$ cat config.mk
export PLATFORM = sky130hd
export DESIGN_NAME = reactive_navigation_fsm
export DESIGN_NICKNAME = d
export VERILOG_FILES = /design/src/sv/rnf_pkg.sv /design/src/sv/reactive_navigation_fsm.sv /design/src/sv/rnf_ctrl.sv /design/src/sv/rnf_dp.sv
export VERILOG_INCLUDE_DIRS = /design/src /design/src/sv
export SDC_FILE = /design/constraint.sdc
export NUM_CORES = 2
export LEC_CHECK = 0
export ABC_AREA = 1
export BUFFER_PORTS_ARGS = -buffer_cell sky130_fd_sc_hd__buf_2
export CORE_MARGIN = 2
export CORE_UTILIZATION = 47
export DETAILED_ROUTE_END_ITERATION = 10
export GPL_ROUTABILITY_DRIVEN = 0
export SLEW_MARGIN = 20
export SYNTH_ARGS = -nofsm -noshare
export SYNTH_HDL_FRONTEND = slang
export SYNTH_HIERARCHICAL = 1
export SYNTH_SLANG_ARGS = --single-unit
$ cat constraint.sdc
create_clock -name clk_i -period 11.1 [get_ports clk_i]
set_clock_uncertainty 0.1 [all_clocks]
set_input_delay 0.555 -clock clk_i [delete_from_list [all_inputs] [get_ports clk_i]]
set_output_delay 0.555 -clock clk_i [all_outputs]
set_load 0.02 [all_outputs]
$ cat src/sv/reactive_navigation_fsm_macros.svh
// ----------------------------------------------------------------------------
// reactive navigation assertion macros
// shared property shorthands for the navigation controller
// ----------------------------------------------------------------------------
`ifndef REACTIVE_NAVIGATION_FSM_MACROS_SVH
`define REACTIVE_NAVIGATION_FSM_MACROS_SVH

// same-cycle implication under reset
`define RNF_ASSERT_IMP(lbl, clk, rstn, ante, cons) \
  lbl: assert property (@(posedge clk) disable iff (!rstn) (ante) |-> (cons)) \
    else $error("rnf assertion failed");

// next-cycle implication under reset
`define RNF_ASSERT_NXT(lbl, clk, rstn, ante, cons) \
  lbl: assert property (@(posedge clk) disable iff (!rstn) (ante) |=> (cons)) \
    else $error("rnf assertion failed");

`endif

$ cat src/sv/rnf_pkg.sv
// ----------------------------------------------------------------------------
// rnf_pkg
// types and constants shared by the navigation controller modules
// ----------------------------------------------------------------------------
`timescale 1ns / 1ps

package rnf_pkg;

  typedef enum logic [2:0] {
    MODE_IDLE    = 3'd0,
    MODE_FORWARD = 3'd1,
    MODE_TURN    = 3'd2,
    MODE_WALL    = 3'd3,
    MODE_SPIRAL  = 3'd4
  } mode_e;

  typedef enum logic [1:0] {
    CFG_ADV_THRESHOLD = 2'd0,
    CFG_WALL_DISTANCE = 2'd1,
    CFG_MAX_ADVANCE   = 2'd2,
    CFG_MAX_ROTATION  = 2'd3
  } cfg_idx_e;

  localparam int unsigned DistW   = 16;
  localparam int unsigned AdvW    = 12;
  localparam int unsigned RotW    = 13;
  localparam int unsigned StepsW  = 10;
  localparam int unsigned QuotW   = 20;
  localparam int unsigned DivisW  = 13;
  localparam int unsigned DivCntW = 5;

  localparam logic [QuotW-1:0] SpiralDividend = 20'd1000000;

  typedef struct packed {
    logic capture;
    logic eval;
    logic div_step;
    logic out_load;
  } cmd_t;

  typedef struct packed {
    logic need_div;
    logic div_last;
    logic out_free;
  } sts_t;

endpackage

$ cat src/sv/reactive_navigation_fsm.sv
// ----------------------------------------------------------------------------
// reactive_navigation_fsm
// wander controller: mode rules, speed commands and spiral rotation
// ----------------------------------------------------------------------------
// result: the item is captured and evaluated; on a spiral tick that stays in
// spiral it is then divided in 20 steps of the one-bit-per-cycle divider
// before it is loaded into a free output register; one item at a time
// reset: mode idle, spiral step count zero, configuration registers to their defaults, output valid low
`timescale 1ns / 1ps

`include "reactive_navigation_fsm_macros.svh"

module reactive_navigation_fsm (
  input  logic        clk_i,
  input  logic        rst_ni,
  input  logic        cfg_we_i,
  input  logic [1:0]  cfg_addr_i,
  input  logic [15:0] cfg_data_i,
  input  logic        s_axis_tvalid_i,
  output logic        s_axis_tready_o,
  // front_dist, left_dist, right_dist, nearest_dist, coin
  input  logic [71:0] s_axis_tdata_i,
  output logic        m_axis_tvalid_o,
  input  logic        m_axis_tready_i,
  // next_mode, advance_speed, rotation_speed
  output logic [31:0] m_axis_tdata_o
);

  rnf_pkg::cmd_t cmd;
  rnf_pkg::sts_t sts;

  logic [2:0]                      out_mode;
  logic [rnf_pkg::AdvW-1:0]        out_adv;
  logic signed [rnf_pkg::RotW-1:0] out_rot;

  rnf_ctrl u_ctrl (
    .clk_i      (clk_i),
    .rst_ni     (rst_ni),
    .in_valid_i (s_axis_tvalid_i),
    .in_ready_o (s_axis_tready_o),
    .sts_i      (sts),
    .cmd_o      (cmd)
  );

  rnf_dp u_dp (
    .clk_i       (clk_i),
    .rst_ni      (rst_ni),
    .cfg_we_i    (cfg_we_i),
    .cfg_addr_i  (cfg_addr_i),
    .cfg_data_i  (cfg_data_i),
    .front_i     (s_axis_tdata_i[15:0]),
    .left_i      (s_axis_tdata_i[31:16]),
    .right_i     (s_axis_tdata_i[47:32]),
    .nearest_i   (s_axis_tdata_i[63:48]),
    .coin_i      (s_axis_tdata_i[64]),
    .cmd_i       (cmd),
    .sts_o       (sts),
    .out_ready_i (m_axis_tready_i),
    .out_valid_o (m_axis_tvalid_o),
    .out_mode_o  (out_mode),
    .out_adv_o   (out_adv),
    .out_rot_o   (out_rot)
  );

  assign m_axis_tdata_o = {4'b0000, out_rot, out_adv, out_mode};

  logic in_xfer, out_spiral, out_turn;

  // a spiral step carries speed 500, entering the spiral from forward or turn carries speed 0
  assign in_xfer    = s_axis_tvalid_i && s_axis_tready_o;
  assign out_spiral = m_axis_tvalid_o && (out_mode == 3'(rnf_pkg::MODE_SPIRAL)) &&
                      (out_adv != '0);
  assign out_turn   = m_axis_tvalid_o && (out_mode == 3'(rnf_pkg::MODE_TURN));

  `RNF_ASSERT_NXT(a_busy_after_xfer, clk_i, rst_ni, in_xfer, !s_axis_tready_o)
  `RNF_ASSERT_IMP(a_spiral_rot_range, clk_i, rst_ni, out_spiral,
                  (out_rot >= 13'sd100) && (out_rot <= 13'sd800))
  `RNF_ASSERT_IMP(a_turn_stands, clk_i, rst_ni, out_turn, out_adv == '0)

endmodule

$ cat src/sv/rnf_ctrl.sv
// ----------------------------------------------------------------------------
// rnf_ctrl
// sequencer: capture, evaluate, optional divide, hand result to output stage
// ----------------------------------------------------------------------------
`timescale 1ns / 1ps

module rnf_ctrl (
  input  logic          clk_i,
  input  logic          rst_ni,
  input  logic          in_valid_i,
  output logic          in_ready_o,
  input  rnf_pkg::sts_t sts_i,
  output rnf_pkg::cmd_t cmd_o
);

  typedef enum logic [1:0] {
    S_IDLE,
    S_EVAL,
    S_DIV,
    S_DONE
  } state_e;

  state_e state_q, state_d;

  always_comb begin
    state_d        = state_q;
    cmd_o          = '0;
    in_ready_o     = 1'b0;
    case (state_q)
      S_IDLE: begin
        in_ready_o    = 1'b1;
        cmd_o.capture = in_valid_i;
        if (in_valid_i) begin
          state_d = S_EVAL;
        end
      end
      S_EVAL: begin
        cmd_o.eval = 1'b1;
        state_d    = sts_i.need_div ? S_DIV : S_DONE;
      end
      S_DIV: begin
        cmd_o.div_step = 1'b1;
        if (sts_i.div_last) begin
          state_d = S_DONE;
        end
      end
      S_DONE: begin
        cmd_o.out_load = sts_i.out_free;
        if (sts_i.out_free) begin
          state_d = S_IDLE;
        end
      end
      default: begin
        state_d = S_IDLE;
      end
    endcase
  end

  always_ff @(posedge clk_i or negedge rst_ni) begin
    if (!rst_ni) begin
      state_q <= S_IDLE;
    end else begin
      state_q <= state_d;
    end
  end

endmodule

$ cat src/sv/rnf_dp.sv
// ----------------------------------------------------------------------------
// rnf_dp
// registers, mode rules, spiral divider and output stage
// ----------------------------------------------------------------------------
`timescale 1ns / 1ps

module rnf_dp (
  input  logic                              clk_i,
  input  logic                              rst_ni,
  input  logic                              cfg_we_i,
  input  logic [1:0]                        cfg_addr_i,
  input  logic [rnf_pkg::DistW-1:0]         cfg_data_i,
  input  logic [rnf_pkg::DistW-1:0]         front_i,
  input  logic [rnf_pkg::DistW-1:0]         left_i,
  input  logic [rnf_pkg::DistW-1:0]         right_i,
  input  logic [rnf_pkg::DistW-1:0]         nearest_i,
  input  logic                              coin_i,
  input  rnf_pkg::cmd_t                     cmd_i,
  output rnf_pkg::sts_t                     sts_o,
  input  logic                              out_ready_i,
  output logic                              out_valid_o,
  output logic [2:0]                        out_mode_o,
  output logic [rnf_pkg::AdvW-1:0]          out_adv_o,
  output logic signed [rnf_pkg::RotW-1:0]   out_rot_o
);

  localparam int unsigned DW = rnf_pkg::DistW;

  // configuration
  logic [15:0] thr_q, wall_q;
  logic [10:0] amax_q;
  logic [11:0] rmax_q;

  always_ff @(posedge clk_i or negedge rst_ni) begin
    if (!rst_ni) begin
      thr_q  <= 16'd500;
      wall_q <= 16'd500;
      amax_q <= 11'd1000;
      rmax_q <= 12'd1000;
    end else if (cfg_we_i) begin
      case (rnf_pkg::cfg_idx_e'(cfg_addr_i))
        rnf_pkg::CFG_ADV_THRESHOLD: thr_q  <= cfg_data_i;
        rnf_pkg::CFG_WALL_DISTANCE: wall_q <= cfg_data_i;
        rnf_pkg::CFG_MAX_ADVANCE:   amax_q <= cfg_data_i[10:0];
        rnf_pkg::CFG_MAX_ROTATION:  rmax_q <= cfg_data_i[11:0];
        default: ;
      endcase
    end
  end

  // captured item
  logic [DW-1:0] f_q, l_q, r_q, n_q;
  logic          coin_q;

  always_ff @(posedge clk_i) begin
    if (cmd_i.capture) begin
      f_q    <= front_i;
      l_q    <= left_i;
      r_q    <= right_i;
      n_q    <= nearest_i;
      coin_q <= coin_i;
    end
  end

  // state
  rnf_pkg::mode_e                mode_q;
  logic [rnf_pkg::StepsW-1:0]    steps_q;

  // scaled comparisons
  logic [19:0] f10, t7, f2, t5;
  logic [16:0] t2;
  logic        fwd_turn, fwd_spiral;
  logic signed [rnf_pkg::RotW-1:0] avoid_rot;

  assign f10 = 20'(f_q) * 20'd10;
  assign t7  = 20'(thr_q) * 20'd7;
  assign f2  = 20'(f_q) * 20'd2;
  assign t5  = 20'(thr_q) * 20'd5;
  assign t2  = 17'(thr_q) * 17'd2;
  assign fwd_turn   = f10 < t7;
  assign fwd_spiral = (f2 > t5) && (17'(l_q) > t2) && (17'(r_q) > t2);
  assign avoid_rot  = (l_q < r_q) ? 13'sd500 : -13'sd500;

  // wall following
  logic            use_right;
  logic [DW-1:0]   side_d;
  logic [22:0]     d100, w85, w115;
  logic signed [rnf_pkg::RotW-1:0] wall_rot;

  assign use_right = r_q < l_q;
  assign side_d    = use_right ? r_q : l_q;
  assign d100      = 23'(side_d) * 23'd100;
  assign w85       = 23'(wall_q) * 23'd85;
  assign w115      = 23'(wall_q) * 23'd115;

  always_comb begin
    wall_rot = '0;
    if (d100 < w85) begin
      wall_rot = use_right ? 13'sd300 : -13'sd300;
    end else if (d100 > w115) begin
      wall_rot = use_right ? -13'sd300 : 13'sd300;
    end
  end

  // speed scalings by reciprocal multiply
  logic [13:0] a6;
  logic [15:0] a21;
  logic [31:0] p5, p25;
  logic [rnf_pkg::AdvW-1:0] spd_hi, spd_lo;

  assign a6     = 14'(amax_q) * 14'd6;
  assign a21    = 16'(amax_q) * 16'd21;
  assign p5     = 32'(a6) * 32'd52429;
  assign p25    = 32'(a21) * 32'd41944;
  assign spd_hi = p5[29:18];
  assign spd_lo = p25[31:20];

  // spiral
  logic [rnf_pkg::StepsW-1:0] steps_inc;
  logic [rnf_pkg::DivisW-1:0] twice_r;
  logic                       spiral_exit;

  assign steps_inc   = (steps_q == '1) ? steps_q : steps_q + 1'b1;
  assign twice_r     = 13'd85 + 13'(steps_inc) * 13'd6;
  assign spiral_exit = (f_q < 16'd400) || (l_q < 16'd125) || (r_q < 16'd125) ||
                       (twice_r > 13'd6000);

  // decision
  rnf_pkg::mode_e                  dec_mode;
  logic [rnf_pkg::AdvW-1:0]        dec_adv;
  logic signed [rnf_pkg::RotW-1:0] dec_rot;
  logic                            dec_div, dec_spiral, dec_fwd;

  always_comb begin
    dec_spiral = 1'b0;
    dec_fwd    = 1'b0;
    dec_mode   = rnf_pkg::MODE_IDLE;
    dec_adv    = '0;
    dec_rot    = '0;
    dec_div    = 1'b0;
    case (mode_q)
      rnf_pkg::MODE_FORWARD: dec_fwd = 1'b1;
      rnf_pkg::MODE_SPIRAL:  dec_spiral = 1'b1;
      rnf_pkg::MODE_TURN: begin
        if (f_q > thr_q) begin
          dec_mode = coin_q ? rnf_pkg::MODE_WALL : rnf_pkg::MODE_SPIRAL;
          dec_adv  = coin_q ? 12'(amax_q) : '0;
        end else begin
          dec_mode = rnf_pkg::MODE_TURN;
          dec_rot  = $signed({1'b0, rmax_q});
        end
      end
      rnf_pkg::MODE_WALL: begin
        if (f_q < thr_q) begin
          dec_mode = rnf_pkg::MODE_TURN;
          dec_rot  = avoid_rot;
        end else begin
          dec_mode = rnf_pkg::MODE_WALL;
          dec_rot  = wall_rot;
          dec_adv  = (wall_rot == 13'sd0) ? spd_hi : spd_lo;
        end
      end
      default: begin
        dec_spiral = n_q > 16'd250;
        dec_fwd    = !(n_q > 16'd250);
      end
    endcase
    if (dec_fwd) begin
      if (fwd_turn) begin
        dec_mode = rnf_pkg::MODE_TURN;
        dec_rot  = avoid_rot;
      end else if (fwd_spiral) begin
        dec_mode = rnf_pkg::MODE_SPIRAL;
      end else begin
        dec_mode = rnf_pkg::MODE_FORWARD;
        dec_adv  = 12'(amax_q);
      end
    end
    if (dec_spiral) begin
      if (spiral_exit) begin
        dec_mode = rnf_pkg::MODE_FORWARD;
        dec_adv  = 12'd450;
      end else begin
        dec_mode = rnf_pkg::MODE_SPIRAL;
        dec_adv  = 12'd500;
        dec_div  = 1'b1;
      end
    end
  end

  always_ff @(posedge clk_i or negedge rst_ni) begin
    if (!rst_ni) begin
      mode_q  <= rnf_pkg::MODE_IDLE;
      steps_q <= '0;
    end else if (cmd_i.eval) begin
      mode_q <= dec_mode;
      if (dec_spiral) begin
        steps_q <= steps_inc;
      end
    end
  end

  // latched decision and restoring divider, one quotient bit per cycle
  rnf_pkg::mode_e                  res_mode_q;
  logic [rnf_pkg::AdvW-1:0]        res_adv_q;
  logic signed [rnf_pkg::RotW-1:0] res_rot_q;
  logic                            res_div_q;
  logic [rnf_pkg::DivisW-1:0]      divisor_q, rem_q;
  logic [rnf_pkg::QuotW-1:0]       dq_q;
  logic [rnf_pkg::DivCntW-1:0]     cnt_q;
  logic [rnf_pkg::DivisW:0]        trial;
  logic                            fits;

  assign trial = {rem_q, dq_q[rnf_pkg::QuotW-1]};
  assign fits  = trial >= {1'b0, divisor_q};

  always_ff @(posedge clk_i) begin
    if (cmd_i.eval) begin
      res_mode_q <= dec_mode;
      res_adv_q  <= dec_adv;
      res_rot_q  <= dec_rot;
      res_div_q  <= dec_div;
      divisor_q  <= twice_r;
      rem_q      <= '0;
      dq_q       <= rnf_pkg::SpiralDividend;
      cnt_q      <= '0;
    end else if (cmd_i.div_step) begin
      rem_q <= fits ? rnf_pkg::DivisW'(trial - {1'b0, divisor_q})
                    : trial[rnf_pkg::DivisW-1:0];
      dq_q  <= {dq_q[rnf_pkg::QuotW-2:0], fits};
      cnt_q <= cnt_q + 1'b1;
    end
  end

  // clamp to 100..800
  logic [9:0] omega;

  always_comb begin
    if (dq_q > 20'd800) begin
      omega = 10'd800;
    end else if (dq_q < 20'd100) begin
      omega = 10'd100;
    end else begin
      omega = dq_q[9:0];
    end
  end

  assign sts_o.need_div = dec_div;
  assign sts_o.div_last = cnt_q == rnf_pkg::DivCntW'(rnf_pkg::QuotW - 1);
  assign sts_o.out_free = !out_valid_o || out_ready_i;

  // output stage
  always_ff @(posedge clk_i or negedge rst_ni) begin
    if (!rst_ni) begin
      out_valid_o <= 1'b0;
    end else if (cmd_i.out_load) begin
      out_valid_o <= 1'b1;
    end else if (out_ready_i) begin
      out_valid_o <= 1'b0;
    end
  end

  always_ff @(posedge clk_i) begin
    if (cmd_i.out_load) begin
      out_mode_o <= res_mode_q;
      out_adv_o  <= res_adv_q;
      out_rot_o  <= res_div_q ? $signed({3'b000, omega}) : res_rot_q;
    end
  end

endmodule
## After elaboration in Yosys (flattened, before gate mapping)

Cells that the tools add are included.

| cells by class | value |
|---|---|
| add/sub/neg operators | 4 |
| $mul | 11 |
| divide/modulo/power cells | 0 |
| $lt $le $gt $ge | 18 |
| eq/ne operators | 15 |
| shifts and indexed selects | 0 |
| mux-type cells | 51 |
| bitwise gates (word level) | 0 |
| reduce and logical (&&, ||, !) cells | 20 |

Operators by type and width:

| kind | number |
|---|---|
| 2-to-1 mux 13 bit | 9 |
| 2-to-1 mux 12 bit | 8 |
| multiplier 16 x 3 -> 19 bit (second input constant) | 3 |
| less-than comparator 16 bit | 3 |
| multiplier 16 x 7 -> 23 bit (second input constant) | 2 |
| 2-to-1 mux 10 bit | 4 |
| greater-than comparator 16 x 17 -> 1 bit | 2 |
| less-than comparator 16 x 7 -> 1 bit (second input constant) | 2 |
| multiplier 13 x 16 -> 29 bit (second input constant) | 1 |
| multiplier 16 x 13 -> 29 bit (second input constant) | 1 |
| case mux 13 bit (2 select lines) | 1 |
| case mux 12 bit (2 select lines) | 1 |
| greater-than comparator 23 bit | 1 |
| less-than comparator 23 bit | 1 |
| multiplier 16 x 5 -> 21 bit (second input constant) | 1 |
| 2-to-1 mux 3 bit | 7 |
| greater-than comparator 20 x 10 -> 1 bit (second input constant) | 1 |
| less-than comparator 20 x 19 -> 1 bit | 1 |
| less-than comparator 20 x 7 -> 1 bit (second input constant) | 1 |
| greater-than comparator 17 x 19 -> 1 bit | 1 |
| greater-than comparator 16 bit | 1 |
| greater-than comparator 16 x 8 -> 1 bit (second input constant) | 1 |
| less-than comparator 16 x 9 -> 1 bit (second input constant) | 1 |
| multiplier 11 x 5 -> 16 bit (second input constant) | 1 |
| other kinds (34) | 64 |

| word-level totals | value |
|---|---|
| register bits | 244 |
| bits in latches | 0 |
| memory bits (writable) | 0 |
| memory bits (read-only) | 0 |
| input port bits | 95 |
| output and inout bits | 34 |
| logic and storage cells | 144 |
| memories | 0 |

## Logic depth before layout (Yosys ltp)

| logic depth | value |
|---|---|
| depth in word-level cells | 14 |
| depth in mapped cells | 45 |
| depth with buffers taken out | 44 |

## Hierarchy

Netlist, hierarchy kept.

Modules (own cells, without submodules):

| module | instances | cells an instance | area each (sq um) | seq. area each (sq um) |
|---|---|---|---|---|
| rnf_dp | 1 | 3558 | 30581.8 | 6541.3 |
| rnf_ctrl | 1 | 33 | 227.7 | 50.0 |
| reactive_navigation_fsm | 1 | 5 | 33.8 | 0.0 |

## Worst setup path before layout

Ideal clock, no wire load.

| timing | value |
|---|---|
| path type | reg2reg |
| from | reg u_dp.amax_q[3] |
| to | reg u_dp/res_adv_q[9] (netlist bit) (data pin) |
| setup time | 0.158 ns |
| data arrival time | 7.428 ns |
| data required time | 10.842 ns |
| setup slack | 3.414 ns |
| cell stages (with the launch flop) | 38 |
| path buffers | 0 |
| clock period less this slack | 7.686 ns |
| path through | dfstp_2 -> ha_1 -> ha_1 -> ha_1 -> ha_1 -> nand3_1 -> nand2_1 -> a21oi_1 -> o21ai_0 -> a21oi_1 -> o21bai_1 -> nand2_1 -> nand2_1 -> nand2_1 -> inv_1 -> o21ai_0 -> nand2_1 -> xor2_1 -> [... 2 more ...] -> fa_1 -> inv_1 -> fa_1 -> fa_1 -> inv_1 -> fa_1 -> ha_1 -> nand4_1 -> nor3_1 -> nand3_1 -> nand3_1 -> nand3_1 -> nand2_1 -> a21boi_0 -> or2_2 -> nand3_2 -> nand3_1 -> o211ai_1 |

| between the ends | value |
|---|---|
| longest elaborated chain between the ends | 9 |
| elaborated cells between the ends (all ways) | 11 |
| those cells by class | 4 x mul; 7 x mux |

RTL lines:

| item | RTL line | RTL |
|---|---|---|
| from (decl) | rnf_dp.sv:31 | `logic [10:0] amax_q;` |
| from (signal assigned) | rnf_dp.sv:44 | `rnf_pkg::CFG_MAX_ADVANCE: amax_q <= cfg_data_i[10:0];` |
| multiplier 11 x 5 -> 16 bit or multiplier 11 x 2 -> 13 bit (tied branches) | rnf_dp.sv:112, rnf_dp.sv:111 |  |
| multiplier 16 x 13 -> 29 bit or multiplier 13 x 16 -> 29 bit (tied branches) | rnf_dp.sv:114, rnf_dp.sv:113 |  |
| 2-to-1 mux 12 bit * | rnf_dp.sv:160 | `dec_adv = (wall_rot == 13'sd0) ? spd_hi : spd_lo;` |
| 2-to-1 mux 12 bit * | rnf_dp.sv:154 | `if (f_q < thr_q) begin` |
| case mux 12 bit (2 select lines) * | rnf_dp.sv:141 | `case (mode_q)` |
| 2-to-1 mux 12 bit | rnf_dp.sv:172 | `end else if (fwd_spiral) begin` |
| 2-to-1 mux 12 bit | rnf_dp.sv:169 | `if (fwd_turn) begin` |
| 2-to-1 mux 12 bit * | rnf_dp.sv:168 | `if (dec_fwd) begin` |
| 2-to-1 mux 12 bit * | rnf_dp.sv:179 | `if (dec_spiral) begin` |
| to (signal assigned) | rnf_dp.sv:220 | `res_adv_q <= dec_adv;` |
| to (decl) | rnf_dp.sv:205 | `logic [rnf_pkg::AdvW-1:0] res_adv_q;` |

Every way passes the cells marked *; elsewhere a longest branch is shown, timed or not.
A chain may end at the register's enable or synchronous reset.

## Final worst setup path

| timing | value |
|---|---|
| from | reg u_dp.amax_q[1] |
| to | reg u_dp/res_adv_q[9] (netlist bit) (data pin) |

The elaborated chain is that of the path after synthesis.

==> metrics.json <==
{
  "outcome": "finished, final reports clean",
  "initial_utilization_pct": 47.67,
  "critical_path.max_stage_delay_ns": 0.79,
  "cts_buffers": 31,
  "layout-drive-gt1-share_pct": 7.101,
  "avgSynthCellArea_um2": 8.577,
  "worst_ep_required_time_ns": 11.43,
  "worst_setup_path_end_kind": "flip-flop",
  "number_of_detailed_routing_iterations_run_before_antenna_repair": 5,
  "worst_slew_margin_rel_pct": 34.44,
  "cpMaxStageDelayCell": "sky130_fd_sc_hd__dfrtp_1",
  "layout_worst_path_cycle_share_pct": 80.54,
  "clock_sinks": 243,
  "final_antenna_net_count": 0,
  "avgRoutedWirePerCell_um": 15.79,
  "timing.setup.critical_path_class": "reg2reg",
  "worst_setup_hold_path_clk_slew_ns": 0.07,
  "wirelength_um": 72660,
  "antenna_violations_before_repair": 0,
  "gr-usage-met2_pct": 35.73,
  "ys_ff_latch": 243,
  "grt_start_max_net_pins": 66,
  "synth_warnings": 6,
  "htree_levels": 1,
  "worst-endpoint-arrival_ns": 9.27,
  "worst-slew-pin-transition_ns": 0.9789,
  "grtUsageTotal_pct": 21.98,
  "setup-violations-final": 0,
  "timing.setup.tns_ns": 0,
  "drv_cap": 0,
  "core_area_um2": 64700,
  "period_minus_slack_ns": 8.940,
  "dieHeight_um": 260.2,
  "global_route_met3_usage_pct": 2.885,
  "worst-r2r-setup-slack_ns": 2.16,
  "critical_path.startpoint_type": "flip-flop",
  "yosysTopAreaCellShare_pct": 25.80,
  "worst_skew_pair.late_latency_ns": 0.60,
  "fp.dieArea_um2": 67690,
  "rows": 93,
  "largest_area_contributor_in_the_synthesized_netlist": "sky130_fd_sc_hd__ha_1",
  "async_sr_flop_fraction_pct": 29.22,
  "synth-edff-count": 134,
  "timing.hold.worst.class": "in2reg",
  "synthesis.area_um2": 30840,
  "crit_path_max_fanout": 12,
  "dp_hpwl_um": 61330,
  "fp.dieW_um": 260.2,
  "drt_iter0_markers": 1188,
  "ys_types": 68,
  "clockBufferDepth": 3,
  "cts_resized": 0,
  "grt.met1_usage_pct": 31.44,
  "layout.cells.most_common": "sky130_fd_sc_hd__inv_1",
  "timing.fmax_mhz": 111.9,
  "grt_max_usage_layer": "met2",
  "numPortBuffers": 117,
  "max_transition_viols_final": 0,
  "gr-total-overflow": 0,
  "seq_area_frac_synth_pct": 21.37,
  "area.growth.synth_to_final_pct": 8.494,
  "floorplan.io_pins": 129,
  "root_buffer_cell": "sky130_fd_sc_hd__clkbuf_16",
  "detail_route.drc_violations": 0,
  "first_global_vias": 22940,
  "wire_length_of_the_first_global_routing_pass_um": 119000,
  "yosys-top-cells-area": "sky130_fd_sc_hd__ha_1, sky130_fd_sc_hd__fa_1, sky130_fd_sc_hd__edfxtp_1",
  "route.detailed.vias_per_inst": 5.098,
  "ys_dominant_reg_cell": "sky130_fd_sc_hd__edfxtp_1",
  "vias": 23460,
  "finish.net_count": 4672,
  "finalHoldViolCount": 0,
  "cts_tree": "built",
  "unrepaired_setup_endpoints_after_global_routing": "no",
  "most-common-layout-cells": "sky130_fd_sc_hd__inv_1, sky130_fd_sc_hd__ha_1, sky130_fd_sc_hd__nand2_1, sky130_fd_sc_hd__a21oi_1, sky130_fd_sc_hd__fa_1",
  "synth_cells": 3596
}
[worst max-delay path: cells and delay by family (launching register included)]
family	cells	cell delay, ns
buffers and inverters	4	0.47
DFF	1	0.79
adders and majority gates	10	4.16
AOI/OAI and AO/OA	7	0.94
and+or+nand+nor	15	1.79
xor gates and xnor gates	1	0.50
[Yosys cell counts (all sizes together), types with 47 or more instances]
cell type / instances
nand2: 589
xnor2: 53
edfxtp: 134
nor2: 164
a21oi: 265
fa: 220
xor2: 103
nand3: 132
inv: 725
ha: 636
dfrtp: 47
o21ai: 189
[what timing repair did]
item,CTS,global route
setup buffers,0,0
hold endpoints to repair,18,0
hold buffers,3,0
[cells by family after synthesis]
group	count (synthesis)	share of synthesized area, %
muxes	1	0.03651
and+or+nand+nor	991	13.91
other	1	0.01216
adders and majority gates	856	40.08
xor gates and xnor gates	156	4.454
DFF	243	21.37
AOI/OAI and AO/OA	586	10.71
buffers and inverters	762	9.428
[routing by layer]
metal  vias to the layer above  share of wire, %
li1                      12090                 -
met4                         0               2.0
met1                     10940                49
met5                         -                 0
met3                        69               4.3
met2                       368                45
[per-stage QoR]
step           std cells  worst slack, ns  instance area, um^2  hold slack [ns]  util, %
2_1_floorplan       3599            3.414                30850           0.1594        -
3_3_place_gp        4540            2.295                32380           0.3035    50.04
3_5_place_dp        4540            2.176                32380           0.3045    50.04
4_1_cts             4601            2.179                33460         0.001839    51.71
5_1_grt             4601            1.447                33460         0.009436    51.72
6_report            4602            2.160                33460          0.02807    51.72
[final timing paths]
path / startpoint / to / cells after the start
setup reg to reg: u_dp/amax_q[1] / u_dp/res_adv_q[9] / 37
hold / removal: s_axis_tdata_i[19] / u_dp/l_q[3] / 1
min in group asynchronous: rst_ni / u_dp/out_valid_o / 2
hold reg to reg: u_dp/res_adv_q[1] / u_dp/out_adv_o[1] / 0
max in group asynchronous: rst_ni / u_dp/thr_q[9] / 3
setup / recovery: u_dp/amax_q[1] / u_dp/res_adv_q[9] / 37
[final cells by class]
| type | instances | area (um^2) |
|---|---|---|
| clock buffers | 41 | 883.3 |
| multi-input cells | 2594 | 21360 |
| inverters | 725 | 2724 |
| diodes | 1 | 2.502 |
| repair buffers | 126 | 663.1 |
| clock inverters | 17 | 166.4 |
| well taps | 855 | 1070 |
| flip-flops and latches | 243 | 6591 |
| fillers | 6263 | 31230 |
[sequential cells by signal (all words and copies together) (netlist names), 13 cells and up]
signal / cells
u_dp/wall_q: 16
u_dp/out_rot_o: 13
u_dp/l_q: 16
u_dp/n_q: 16
u_dp/f_q: 16
u_dp/r_q: 16
u_dp/thr_q: 16
u_dp/dq_q: 20
u_dp/rem_q: 13
u_dp/res_rot_q: 13
Power is left out: the tool's default activity adds up to more than one toggle a clock period on the data nets, which glitch-free logic cannot reach.
